===== src/rtl/lhm_pkg.sv =====
// Shared types and constants for the latency histogram monitor.
`timescale 1ns / 1ps
package lhm_pkg;

  // operation codes carried by the input word
  localparam logic [1:0] OP_RECORD = 2'd0;
  localparam logic [1:0] OP_QUERY  = 2'd1;
  localparam logic [1:0] OP_CLEAR  = 2'd2;

  localparam int BIN_COUNT_DEF   = 2049;
  localparam int BIN_STEP_NS_DEF = 10000;

  // bin index field wide enough for the largest supported bin count
  localparam int BIN_W = 17;

  localparam logic [18:0] RATE_RESET = 19'd48000;
  localparam logic [29:0] NS_PER_SEC = 30'd1000000000;

  // one job handed from the front to the back
  typedef struct packed {
    logic [1:0]       op;
    logic [BIN_W-1:0] bin;
    logic [31:0]      dur;
    logic [15:0]      frm;
    logic             half_hit;
    logic             full_hit;
  } job_t;

endpackage


===== src/rtl/lhm_queue.sv =====
// Two-entry job queue between front and back.
`timescale 1ns / 1ps
module lhm_queue (
  input  logic          clk,
  input  logic          rst_n,
  input  logic          push,
  input  lhm_pkg::job_t push_data,
  input  logic          pop,
  output lhm_pkg::job_t head,
  output logic          full,
  output logic          empty
);

  lhm_pkg::job_t slot_r [2];
  logic       wp_r, rp_r;
  logic [1:0] cnt_r;

  assign full  = cnt_r == 2'd2;
  assign empty = cnt_r == 2'd0;
  assign head  = slot_r[rp_r];

  // store on push
  always_ff @(posedge clk) begin
    if (push) slot_r[wp_r] <= push_data;
  end

  // advance pointers and fill count
  always_ff @(posedge clk) begin
    if (!rst_n) begin
      wp_r  <= 1'b0;
      rp_r  <= 1'b0;
      cnt_r <= '0;
    end else begin
      if (push) wp_r <= !wp_r;
      if (pop)  rp_r <= !rp_r;
      cnt_r <= cnt_r + 2'(push) - 2'(pop);
    end
  end

endmodule


===== config.mk =====
export PLATFORM = sky130hd
export DESIGN_NAME = lhm_queue
export DESIGN_NICKNAME = d
export VERILOG_FILES = /design/src/rtl/lhm_pkg.sv /design/src/rtl/lhm_queue.sv
export SDC_FILE = /design/constraint.sdc
export NUM_CORES = 1
export LEC_CHECK = 0
export ABC_AREA = 0
export BUFFER_PORTS_ARGS = -buffer_cell sky130_fd_sc_hd__buf_2
export CAP_MARGIN = 40
export CORE_ASPECT_RATIO = 1.75
export CORE_UTILIZATION = 40
export DETAILED_ROUTE_END_ITERATION = 16
export PLACE_DENSITY = 0.72
export SLEW_MARGIN = 20
export SYNTH_ARGS = -nofsm -noshare
export SYNTH_HDL_FRONTEND = slang
export SYNTH_SLANG_ARGS = --single-unit

===== constraint.sdc =====
create_clock -name clk -period 9.3 [get_ports clk]
set_clock_uncertainty 0.15 [all_clocks]
set_input_delay 0.465 -clock clk [delete_from_list [all_inputs] [get_ports clk]]
set_output_delay 0.465 -clock clk [all_outputs]
set_load 0.01 [all_outputs]

==> results of run 1 <==
## registers in the layout, indices dropped and copies added (netlist names), named ones only
name	count
slot_r	138
cnt_r	2
wp_r	1
rp_r	1
## final cells by class
cell class	count	area, µm²	area share
Clock buffer	17	425	0.0632
Clock inverter	15	128	0.0190
Inverter	2	7.51	0.00112
Multi-Input combinational cell	83	942	0.140
Sequential cell	143	4250	0.631
Tap cell	171	214	0.0318
Timing Repair Buffer	146	763	0.113
## worst max path at each step
stage	from	to	slack, ns
after global routing	flip-flop	head[35]	6.66
after global placement	push	slot_r[0][16]$_DFFE_PP_	6.97
after floorplan	push	slot_r[0][0]$_DFFE_PP_	5.12
final	flip-flop	head[57]	6.77
after CTS	flip-flop	head[57]	6.72
after detailed placement	push	slot_r[0][10]$_DFFE_PP_	6.93
## critical path, stage by stage, from the launching register on
cell     delay, ns
dfxtp_4       0.65
buf_12        0.30
mux2_2        0.38
buf_2         0.14
## cell usage in the layout (no fill, tap or decap)
| cell type | netlist | final |
|---|---|---|
| and2_1 | 4 | 3 |
| and2_4 | 0 | 1 |
| buf_12 | 0 | 2 |
| buf_2 | 5 | 143 |
| buf_4 | 0 | 1 |
| clkbuf_16 | 0 | 17 |
| clkinv_2 | 0 | 2 |
| clkinv_4 | 0 | 3 |
| clkinvlp_4 | 0 | 3 |
| dfxtp_1 | 5 | 4 |
| dfxtp_4 | 0 | 1 |
| edfxtp_1 | 138 | 138 |
| ha_1 | 2 | 2 |
| inv_1 | 2 | 2 |
| inv_6 | 0 | 4 |
| inv_8 | 0 | 3 |
| mux2_2 | 59 | 59 |
| mux2_4 | 10 | 10 |
| nor2_1 | 1 | 1 |
| nor2b_1 | 4 | 3 |
| nor2b_4 | 0 | 1 |
| o21a_1 | 1 | 1 |
| xnor3_1 | 1 | 1 |
| xor2_1 | 1 | 1 |
## kinds of logic (layout without fill, tap and decap cells)
logic type / count (synthesis) / in the layout
flip-flops: 143 / 143
multiplexers: 69 / 69
buffers and inverters: 10 / 180
AND/OR/NAND/NOR: 9 / 9
adder cells (fa/ha/maj): 2 / 2
XOR/XNOR: 2 / 2
AO/OA/AOI/OAI: 1 / 1
## metrics by stage
stage | instance area [µm²] | std cells | setup WS [ns] | total power [mW]
floorplan | 5250 | 236 | 5.12 | 0.859
global placement | 6130 | 543 | 6.97 | 0.915
detailed placement | 6170 | 545 | 6.93 | 0.923
CTS | 6730 | 577 | 6.72 | 1.55
global route | 6730 | 577 | 6.66 | 1.58
finish | 6730 | 577 | 6.77 | 1.53
## power by group through the flow
stage               Sequential (mW)  Clock [mW]  Combinational (mW)
global placement              0.778           0               0.137
global route                  0.763       0.658               0.161
detailed placement            0.774           0               0.149
CTS                           0.760       0.635               0.150
floorplan                     0.767           0              0.0922
finish                        0.760       0.618               0.147
## per-layer routing
layer	GRT usage	wire length [µm]
met1	0.139	3310
met4	0.0868	289
met3	0.0408	389
met5	0	0
met2	0.267	5350
==> results, run 1 <==
- STA classifies the critical path startpoint as a flip-flop.
- The minimum setup slack among reg-to-reg paths is 7.26 ns.
- The die covers 13,600 µm².
- The internal power of the cells totals 1.17 mW.
- The net count after synthesis is 311.
- The total number of clock tree sinks is 143.
- The initialized floorplan defines 55 standard-cell rows.
- Setup violations remaining at the end of the flow were counted as 0.
- Dividing the detail-routed via count by the number of cells gives 4.64.
- Counting flops with an async set or reset pin after synthesis yields a share of 0.
- The class of the worst hold path is primary input to flip-flop.
- Of the total power, registers draw 0.498.
- The cell leakage power is 2.56 nW.
- The number of antenna diodes in the final layout is 0.
- The initial DRC count is 91.
- The startpoint of the tightest hold check path is push_data[12].
- Setup repair after global routing left no endpoint under its margin.
- The first-pass GRT wire length is 14.2 mm.
- Yosys attributes the largest share of cell area to edfxtp_1 (79%), mux2_2 (13%), mux2_4 (2.9%).
- Dividing the final minimum period by the clock period gives 0.272.
- The largest driver fanout on the critical path is 37.
- The share of power burned in the clock network is 0.406.
- 144 I/O pins were placed.
- The summed instance area of the synthesized netlist is 5250 µm².
- STA puts the critical path data arrival time at 1.91 ns.
- The share of final-layout standard cells stronger than drive strength 1 is 0.616.
- The number of cells on the worst hold path is 1.
- The worst hold path terminates at slot_r[1][12]$_DFFE_PP_.
- The worst setup path category is flip-flop to output port.
- The transition at the pin with the smallest max-transition slack is 0.716 ns.
- The flow ran to the end, and the final reports show no timing, DRC or antenna violations.
- The biggest area contributor in the post-synthesis netlist is edfxtp_1.
- The clock buffer count from CTS is 17.
- Detailed placement ended at an HPWL of 6.19 mm.
- The maximum clock frequency is 0.395 GHz.
- In this run, post-CTS hold repair placed 0 buffers.
- The area of the core is 12,900 µm².
- In this run the post-CTS setup repair buffer count came out at 0.
- The top-area cell type share of the netlist area is 0.790.
- The initial antenna violation count is 0.
- Of the total power, the share spent switching nets is 0.233.
- Among all flip-flop cells after synthesis, the most frequent one is edfxtp_1.
- The clock tree synthesis step divided the H-tree into 4 levels.
- The clock period minus final worst setup slack is 2.53 ns.
- The share of synthesized cell area in and, or, nand and nor gates is 0.0103.
- The mean cell area of the mapped netlist is 22.2 µm².
- The compound-gate portion of the synthesized area is 0.00143.
- The cell sitting at the root of the clock tree is a clkbuf_16.
- The max-capacitance violation count is 0.
- The number of enable-type register cells in the synthesized netlist is 138.
- After synthesis, the share of cell area in mux cells is 0.155.
- The die is 88.6 µm wide.
- TritonCTS built the clock tree.
- For this design the total switching power over the nets is 355 µW.
- After synthesis, the largest family of logic cells by area is multiplexers.
- Of the synthesized area, sequential elements account for 0.809.
- The most numerous cell in the Yosys netlist is edfxtp_1.
- The Yosys step of the flow raised 0 warnings.
- The layout-stage area growth over the synthesis result is 28.2%.
- The final design utilization is 0.523.
- The final-report max-slew violation count is 0.
- The number of distinct library cells after synthesis is 15.
- The post-synthesis instance total is 236.
- The total power density per cell area is 227 nW/µm².
- The overflow left after global routing is 0.
- The number of nets in the final layout is 468.
- The worst-case hold slack is 0.0933 ns.
- The pin count of the biggest net entering global routing is 54.
- The kind of capture point of the worst setup path is an output port.
- From bottom edge to top edge, the die measures 154 µm.
- After detailed routing, the number of remaining DRC violations is 0.
- The largest buffer count on any clock path is 2.
- The global-route usage over all layers is 0.146.
- Across the VDD grid, the largest voltage drop is 0.132 mV.
- In this run the critical register-to-register path is captured at slot_r[0][39]$_DFFE_PP_.
- Sorting the synthesized cells by how often they occur yields edfxtp_1 (138), mux2_2 (59), mux2_4 (10).
- The startpoint of the lowest-slack register-to-register path is wp_r$_SDFFE_PN0P_.
- The routed via count is 2,680.
- Dividing the detail-routed wire length by the instance count gives 16.2 µm.
- The worst-skew pair later-pin latency is 0.40 ns.
- The clock edge transition at the registers on the reported setup and hold paths is 0.06 ns.
- Once the clock tree was built, the resizer swapped 0 gates to a different size.
- The synthesized design contains 143 register bits.
- In this run the remaining antenna-violating nets after routing total 0.
- Of the total power, combinational logic draws 0.097.
- The worst register-to-register path has a depth of 2.
- The number of failing hold endpoints at the final stage was 0.
- STA puts the critical path data required time at 8.69 ns.
- The number of global-route vias before repair is 2,928.
- The initial utilization of the core area, before any placement, comes to 0.408.
- The worst pin sits at a relative slew slack of 0.523.
- For this block, the routed nets add up to 9.34 mm of wire.
- The final RePlAce weighted congestion is 0.694.
- For this run, the detailed router's first-pass iteration total came to 4.
- The final total negative setup slack is 0 ns.
- The number of filler instances in the final layout is 1,075.
- The count of buffers inserted at the top-level ports is 143.
- The adder-cell share of the synthesized area is 0.00477.
- Of the total synthesized cell area, the portion taken by XOR and XNOR cells is 0.00596.
No activity file was read; power rests on OpenSTA's default activity.
==> run 2: changes to the inputs <==
==> constraint.sdc (replaced) <==
create_clock -name clk -period 2.6 [get_ports clk]
set_clock_uncertainty 0.15 [all_clocks]
set_input_delay 0.13 -clock clk [delete_from_list [all_inputs] [get_ports clk]]
set_output_delay 0.13 -clock clk [all_outputs]
set_load 0.01 [all_outputs]
==> run 2 against run 1 <==
Against the previous run:
- hold slack better by 0.20 ns
- non-clock buffer count is 75 higher
- global-route usage is 1.6 points higher
- via count is 12% higher
- critical path type unchanged
- largest cell class unchanged
==> results, run 2 (synthesis gave the netlist of run 1 again) <==
- The class of the worst hold path is primary input to flip-flop (unchanged).
- The minimum setup slack in the final design was 0.386 ns (was 6.77 ns).
- The cell leakage power is 2.90 nW (was 2.56 nW).
- The antenna diode count was 0 (unchanged).
- The number of DRC violations after detailed routing is 0 (unchanged).
- The count of buffers inserted at the top-level ports is 143 (unchanged).
- The post-detailed-route via-to-cell ratio is 4.62 (was 4.64).
- The end point of the critical path is head[27] (was head[57]).
- The endpoint of the worst-slack reg-to-reg timing path is slot_r[1][33]$_DFFE_PP_ (was slot_r[0][39]$_DFFE_PP_).
- The clock edge transition at the registers on the reported setup and hold paths is 0.06 ns (about the same).
- The largest driver fanout on the critical path is 35 (was 37).
- The clock period minus final worst setup slack is 2.21 ns.
- The kind of capture point of the worst setup path is an output port (unchanged).
- The worst-skew pair later-pin latency is 0.41 ns (was 0.40 ns).
- The total number of clock tree sinks is 143 (unchanged).
- The max-capacitance violation count is 0 (unchanged).
- The clock buffer count from CTS is 17 (unchanged).
- Registers with the highest flip-flop counts: slot_r x138, cnt_r x2 (unchanged).
- The vertical die dimension is 154 µm (unchanged).
- The worst endpoint data arrival time is 1.93 ns (was 1.91 ns).
- The number of failing setup endpoints in the final timing report came to 0 (unchanged).
- The register name with the most flops is slot_r (unchanged).
- Highest-count cells in the layout ignoring fill and taps: buf_2 (143), edfxtp_1 (138), dlygate4sd3_1 (73) (was buf_2 (143), edfxtp_1 (138), mux2_2 (59)).
- The routed wirelength normalized by instance count is 16.2 µm (about the same).
- The width of the die came to 88.6 µm (unchanged).
- The critical path required time came to 2.32 ns (was 8.69 ns).
- Result of the run: finished clean (unchanged).
- The final antenna-violating net count is 0 (unchanged).
- The number of primary I/O pins is 144 (unchanged).
- The number of global-route vias before repair was 3,327 (was 2,928).
- The startpoint of the tightest hold check path is push_data[21] (was push_data[12]).
- The pin count of the biggest net entering global routing came to 45 (was 54).
- The startpoint type of the worst setup path is a flip-flop (unchanged).
- The final total negative setup slack is 0 ns (unchanged).
- The transition at the pin with the smallest max-transition slack is 0.680 ns (was 0.716 ns).
- The flip-flop count of the largest register, all copies and words added is 138 (unchanged).
- The share of final-layout standard cells stronger than drive strength 1 is 0.522 (was 0.616).
- The startpoint of the lowest-slack register-to-register path was wp_r$_SDFFE_PN0P_ (unchanged).
- The number of filler instances in the final layout came to 999 (was 1,075).
- The initial DRC count came to 132 (was 91).
- The first-pass GRT wire length is 15.9 mm (was 14.2 mm).
- The routed via count was 3,009 (was 2,680).
- The final-report max-slew violation count is 0 (unchanged).
- The tightest slew margin relative to the limit is 0.546 (was 0.523).
- The area of the core is 12,900 µm² (unchanged).
- RSZ-0062 raised after global routing: no (unchanged).
- The length of the first detailed-routing pass in iterations is 4 (unchanged).
- The layout-stage area growth over the synthesis result came to 43.5% (was 28.2%).
- The clock root buffer master is clkbuf_16 (unchanged).
- The footprint of the multi-input gates is 942 µm² (unchanged).
- The worst reg-to-reg path cell count is 2 (unchanged).
- The maximum ir drop on the vdd rail is 0.562 mV (was 0.132 mV).
- The leading cell type in the layout, fill and taps excluded is buf_2 (unchanged).
- The half-perimeter wire length after placement is 6.42 mm (was 6.19 mm).
- The number of levels in the clock H-tree is 4 (unchanged).
- The global-route usage over all layers is 0.163 (was 0.146).
- The final period utilization is 0.852.
- The TritonCTS clock tree is yes (unchanged).
- The post-cts hold buffer count was 73 (was 0).
- The die area is 13,600 µm² (unchanged).
- Static timing analysis puts the maximum clock frequency at 0.452 GHz.
- The number of gates resized after cts is 0 (unchanged).
- The largest buffer count on any clock path is 2 (unchanged).
- The sequential cell area is 4250 µm² (unchanged).
- The post-place setup slack is 0.811 ns (was 6.93 ns).
- The post-CTS setup buffer count was 0 (unchanged).
- The total power density per cell area is 771 nW/µm² (was 227 nW/µm²).
- The final RePlAce weighted congestion is 0.750 (was 0.694).
- The number of nets in the final layout was 543 (was 468).
- The initial core utilization was 0.408 (unchanged).
- The site row count is 55 (unchanged).
- The overflow left after global routing is 0 (unchanged).
- The minimum setup slack among reg-to-reg paths is 0.87 ns (was 7.26 ns).
- The total routed wirelength is 10.6 mm (was 9.34 mm).
- The number of failing hold endpoints at the final stage is 0 (unchanged).
- The initial antenna violation count is 0 (unchanged).
- The worst setup path category is flip-flop to output port (unchanged).
run 2: worst min path at each step:
stage,endpoint,slack (ns),cells past startpoint
final,slot_r[1][21]$_DFFE_PP_,0.29,2
after global placement,slot_r[1][66]$_DFFE_PP_,0.17,1
after CTS,slot_r[0][1]$_DFFE_PP_,0.27,2
after detailed placement,slot_r[1][60]$_DFFE_PP_,0.17,1
after global routing,slot_r[1][21]$_DFFE_PP_,0.28,2
after floorplan,slot_r[0][0]$_DFFE_PP_,0.08,0
run 2: where the power goes:
part | internal (mW) | total, mW | switching, mW
Clock | 1.52 | 2.46 | 0.942
Combinational | 0.348 | 0.621 | 0.273
Sequential | 2.66 | 2.72 | 0.0589
Total | 4.53 | 5.81 | 1.27
run 2: worst max-delay path: stages (launching register included):
cell	delay, ns
dfxtp_4	0.71
buf_4	0.29
mux2_2	0.36
buf_2	0.14
run 2: area by class of cell:
class	count	share of cell area
Multi-Input combinational cell	83	0.125
Clock inverter	15	0.0243
Timing Repair Buffer	221	0.200
Clock buffer	17	0.0565
Inverter	2	0.000997
Sequential cell	143	0.564
Tap cell	171	0.0284
run 2: per-layer routing:
metal,vias up,GRT usage,wire length [µm]
met1,1498,0.156,3800
li1,1397,-,-
met4,0,0.0845,329
met2,92,0.302,6110
met5,-,0,0
met3,22,0.0451,348
run 2: through the flow:
step | total power [mW] | hold slack (ns) | util | instances | instance area (µm²)
after floorplan | 3.07 | 0.0789 | - | 236 | 5250
after CTS | 5.87 | 0.272 | 0.585 | 652 | 7530
final | 5.81 | 0.291 | 0.585 | 652 | 7530
after global routing | 6.02 | 0.280 | 0.585 | 652 | 7530
after detailed placement | 3.31 | 0.172 | 0.481 | 547 | 6190
after global placement | 3.29 | 0.169 | 0.481 | 547 | 6190
==> run 3: changes to the inputs <==
--- a/config.mk
+++ b/config.mk
@@ -9,9 +9,9 @@
 export BUFFER_PORTS_ARGS = -buffer_cell sky130_fd_sc_hd__buf_2
 export CAP_MARGIN = 40
 export CORE_ASPECT_RATIO = 1.75
-export CORE_UTILIZATION = 40
+export CORE_UTILIZATION = 52
 export DETAILED_ROUTE_END_ITERATION = 16
-export PLACE_DENSITY = 0.72
+export PLACE_DENSITY = 0.87
 export SLEW_MARGIN = 20
 export SYNTH_ARGS = -nofsm -noshare
 export SYNTH_HDL_FRONTEND = slang
==> run 3 against run 2 <==
Against the previous run:
- hold slack worse by 0.00094 ns
- cell area is essentially flat
- setup slack got worse by 0.0084 ns
- critical path type unchanged
- sequential power about the same
- die area down 23%
- sequential cell count unchanged
- clock power is 7% higher
- clock-buffer cell count stayed put
- highest routed layer unchanged
- non-clock buffer count shrank 1
- routed wire length rose by 9.0%
- global-route usage rose by 6.2 points
- power up 3.0%
==> results, run 3 (synthesis gave the netlist of run 1 again) <==
- The post-detailed-route via-to-cell ratio is 5.06 (was 4.62).
- The maximum clock frequency was 0.450 GHz (was 0.452 GHz).
- The final RePlAce weighted congestion is 0.800 (was 0.750).
- The number of cells on the worst hold path is 2 (unchanged).
- The endpoint of the worst-slack reg-to-reg timing path is wp_r$_SDFFE_PN0P_ (was slot_r[1][33]$_DFFE_PP_).
- The first-pass GRT wire length is 16.7 mm (was 15.9 mm).
- Result of the run: finished clean (unchanged).
- The minimum setup slack among reg-to-reg paths was 0.61 ns (was 0.87 ns).
- The initial DRC count is 188 (was 132).
- The number of failing hold endpoints at the final stage is 0 (unchanged).
- The worst endpoint data arrival time is 1.94 ns (was 1.93 ns).
- The number of failing setup endpoints in the final timing report is 0 (unchanged).
- The clock edge transition at the registers on the reported setup and hold paths is 0.06 ns (about the same).
- The leading cell type in the layout, fill and taps excluded is buf_2 (unchanged).
- The routed wirelength normalized by instance count is 19.0 µm (was 16.2 µm).
- RSZ-0062 raised after global routing: no (unchanged).
- The total routed wirelength is 11.5 mm (was 10.6 mm).
- The class of the worst hold path is primary input to flip-flop (unchanged).
- The number of primary I/O pins is 144 (unchanged).
- The width of the die is 77.9 µm (was 88.6 µm).
- The site row count was 48 (was 55).
- The maximum ir drop on the vdd rail is 0.677 mV (was 0.562 mV).
- The worst setup path category is flip-flop to output port (unchanged).
- The largest driver fanout on the critical path came to 39 (was 35).
- The routed via count was 3,064 (was 3,009).
- The length of the first detailed-routing pass in iterations is 4 (unchanged).
- The vertical die dimension is 135 µm (was 154 µm).
- The final standard cell area without fillers is 7530 µm² (about the same).
- The count of buffers inserted at the top-level ports is 143 (unchanged).
- The startpoint of the lowest-slack register-to-register path is wp_r$_SDFFE_PN0P_ (unchanged).
- The final period utilization came to 0.855 (was 0.852).
- The max-capacitance violation count is 0 (unchanged).
- The total power density per cell area was 795 nW/µm² (was 771 nW/µm²).
- The kind of capture point of the worst setup path is an output port (unchanged).
- The transition at the pin with the smallest max-transition slack is 0.550 ns (was 0.680 ns).
- The clock root buffer master is clkbuf_16 (unchanged).
- The startpoint of the tightest hold check path is push_data[27] (was push_data[21]).
- The clock buffer count from CTS came to 17 (unchanged).
- The worst reg-to-reg path cell count was 4 (was 2).
- The area of the core was 9850 µm² (was 12,900 µm²).
- The half-perimeter wire length after placement is 6.25 mm (was 6.42 mm).
- The share of final-layout standard cells stronger than drive strength 1 is 0.521 (was 0.522).
- The startpoint type of the worst setup path was a flip-flop (unchanged).
- The tightest slew margin relative to the limit is 0.633 (was 0.546).
- The overflow left after global routing is 0 (unchanged).
- The cell leakage power came to 2.92 nW (was 2.90 nW).
- The total number of clock tree sinks came to 143 (unchanged).
- The critical path required time was 2.32 ns (about the same).
- The die area is 10,500 µm² (was 13,600 µm²).
- The largest buffer count on any clock path is 2 (unchanged).
- The pin count of the biggest net entering global routing is 40 (was 45).
- The number of levels in the clock H-tree is 4 (unchanged).
- The initial core utilization is 0.533 (was 0.408).
- The initial antenna violation count is 1 (was 0).
- The worst-skew pair later-pin latency is 0.41 ns (about the same).
- Highest-count cells in the layout ignoring fill and taps: buf_2 (143), edfxtp_1 (138), dlygate4sd3_1 (73) (unchanged).
- The flip-flop count of the largest register, all copies and words added is 138 (unchanged).
- The TritonCTS clock tree is yes (unchanged).
- Registers with the highest flip-flop counts: slot_r x138, cnt_r x2 (unchanged).
- The number of global-route vias before repair is 3,227 (was 3,327).
- The worst hold path endpoint is slot_r[1][27]$_DFFE_PP_ (was slot_r[1][21]$_DFFE_PP_).
- The area after detailed placement is 6150 µm² (was 6190 µm²).
- The number of DRC violations after detailed routing is 0 (unchanged).
- The register name with the most flops is slot_r (unchanged).
- The final design utilization is 0.764 (was 0.585).
- The total power after layout is 5.98 mW (was 5.81 mW).
- The clock period minus final worst setup slack came to 2.22 ns (was 2.21 ns).
- The global-route usage over all layers is 0.225 (was 0.163).
- The final total negative setup slack is 0 ns (unchanged).
- The final antenna-violating net count came to 0 (unchanged).
- The post-CTS setup buffer count came to 0 (unchanged).
- The final-report max-slew violation count is 0 (unchanged).
- The number of gates resized after cts came to 0 (unchanged).
- The post-cts hold buffer count is 73 (unchanged).
- The layout-stage area growth over the synthesis result is 43.5% (about the same).
- The number of nets in the final layout was 542 (was 543).
==> run 3: cell types whose count changed in the layout (fill, tap and decap cells not counted) <==
cell and delta:
clkinv_2 +1, inv_6 -3, buf_4 -3, bufinv_16 +2, diode_2 +1, buf_12 +2, inv_8 -1, clkinv_4 +1
==> run 3: how the worst max path moves through the flow <==
stage / from / endpoint / slack, ns
6_report: flip-flop / head[29] / 0.38
5_1_grt: flip-flop / head[29] / 0.30
4_1_cts: flip-flop / head[33] / 0.37
3_5_place_dp: flip-flop / head[33] / 0.80
3_3_place_gp: flip-flop / head[31] / 0.84
2_1_floorplan: wp_r$_SDFFE_PN0P_ / slot_r[1][0]$_DFFE_PP_ / 0.01
==> run 3: cell type report <==
type                       count  area, µm²
sequential                   143       4250
fill                         560       2320
timing repair buffer         220       1530
multi-input combinational     83        942
clock buffer                  17        425
clock inverter                15        219
tap                          125        156
inverter                       2       7.51
antenna                        1       2.50
==> run 3: where the power goes <==
part	internal (mW)	switching [mW]	leakage [nW]	total, mW
logic	0.352	0.285	1.27	0.637
registers	2.66	0.0617	1.34	2.73
clock network	1.70	0.920	0.310	2.62
total	4.71	1.27	2.92	5.98
==> run 3: per-stage QoR <==
step           setup slack [ns]  hold slack (ns)  instances
3_3_place_gp              0.842            0.167        500
4_1_cts                   0.371            0.275        605
6_report                  0.377            0.290        606
2_1_floorplan            0.0108           0.0789        236
5_1_grt                   0.296            0.287        606
3_5_place_dp              0.800            0.172        500
==> run 3: metal layers <==
metal | vias up | GRT usage | wire length [µm]
li1 | 1393 | - | -
met1 | 1523 | 0.221 | 3850
met2 | 122 | 0.432 | 6910
met3 | 26 | 0.0520 | 468
met4 | 0 | 0.110 | 305
met5 | - | 0 | 0
==> run 3: worst max-delay path: stages, from the launching register on <==
cell and delay, ns:
dfxtp_4 0.70, buf_12 0.29, mux2_2 0.37, buf_2 0.15
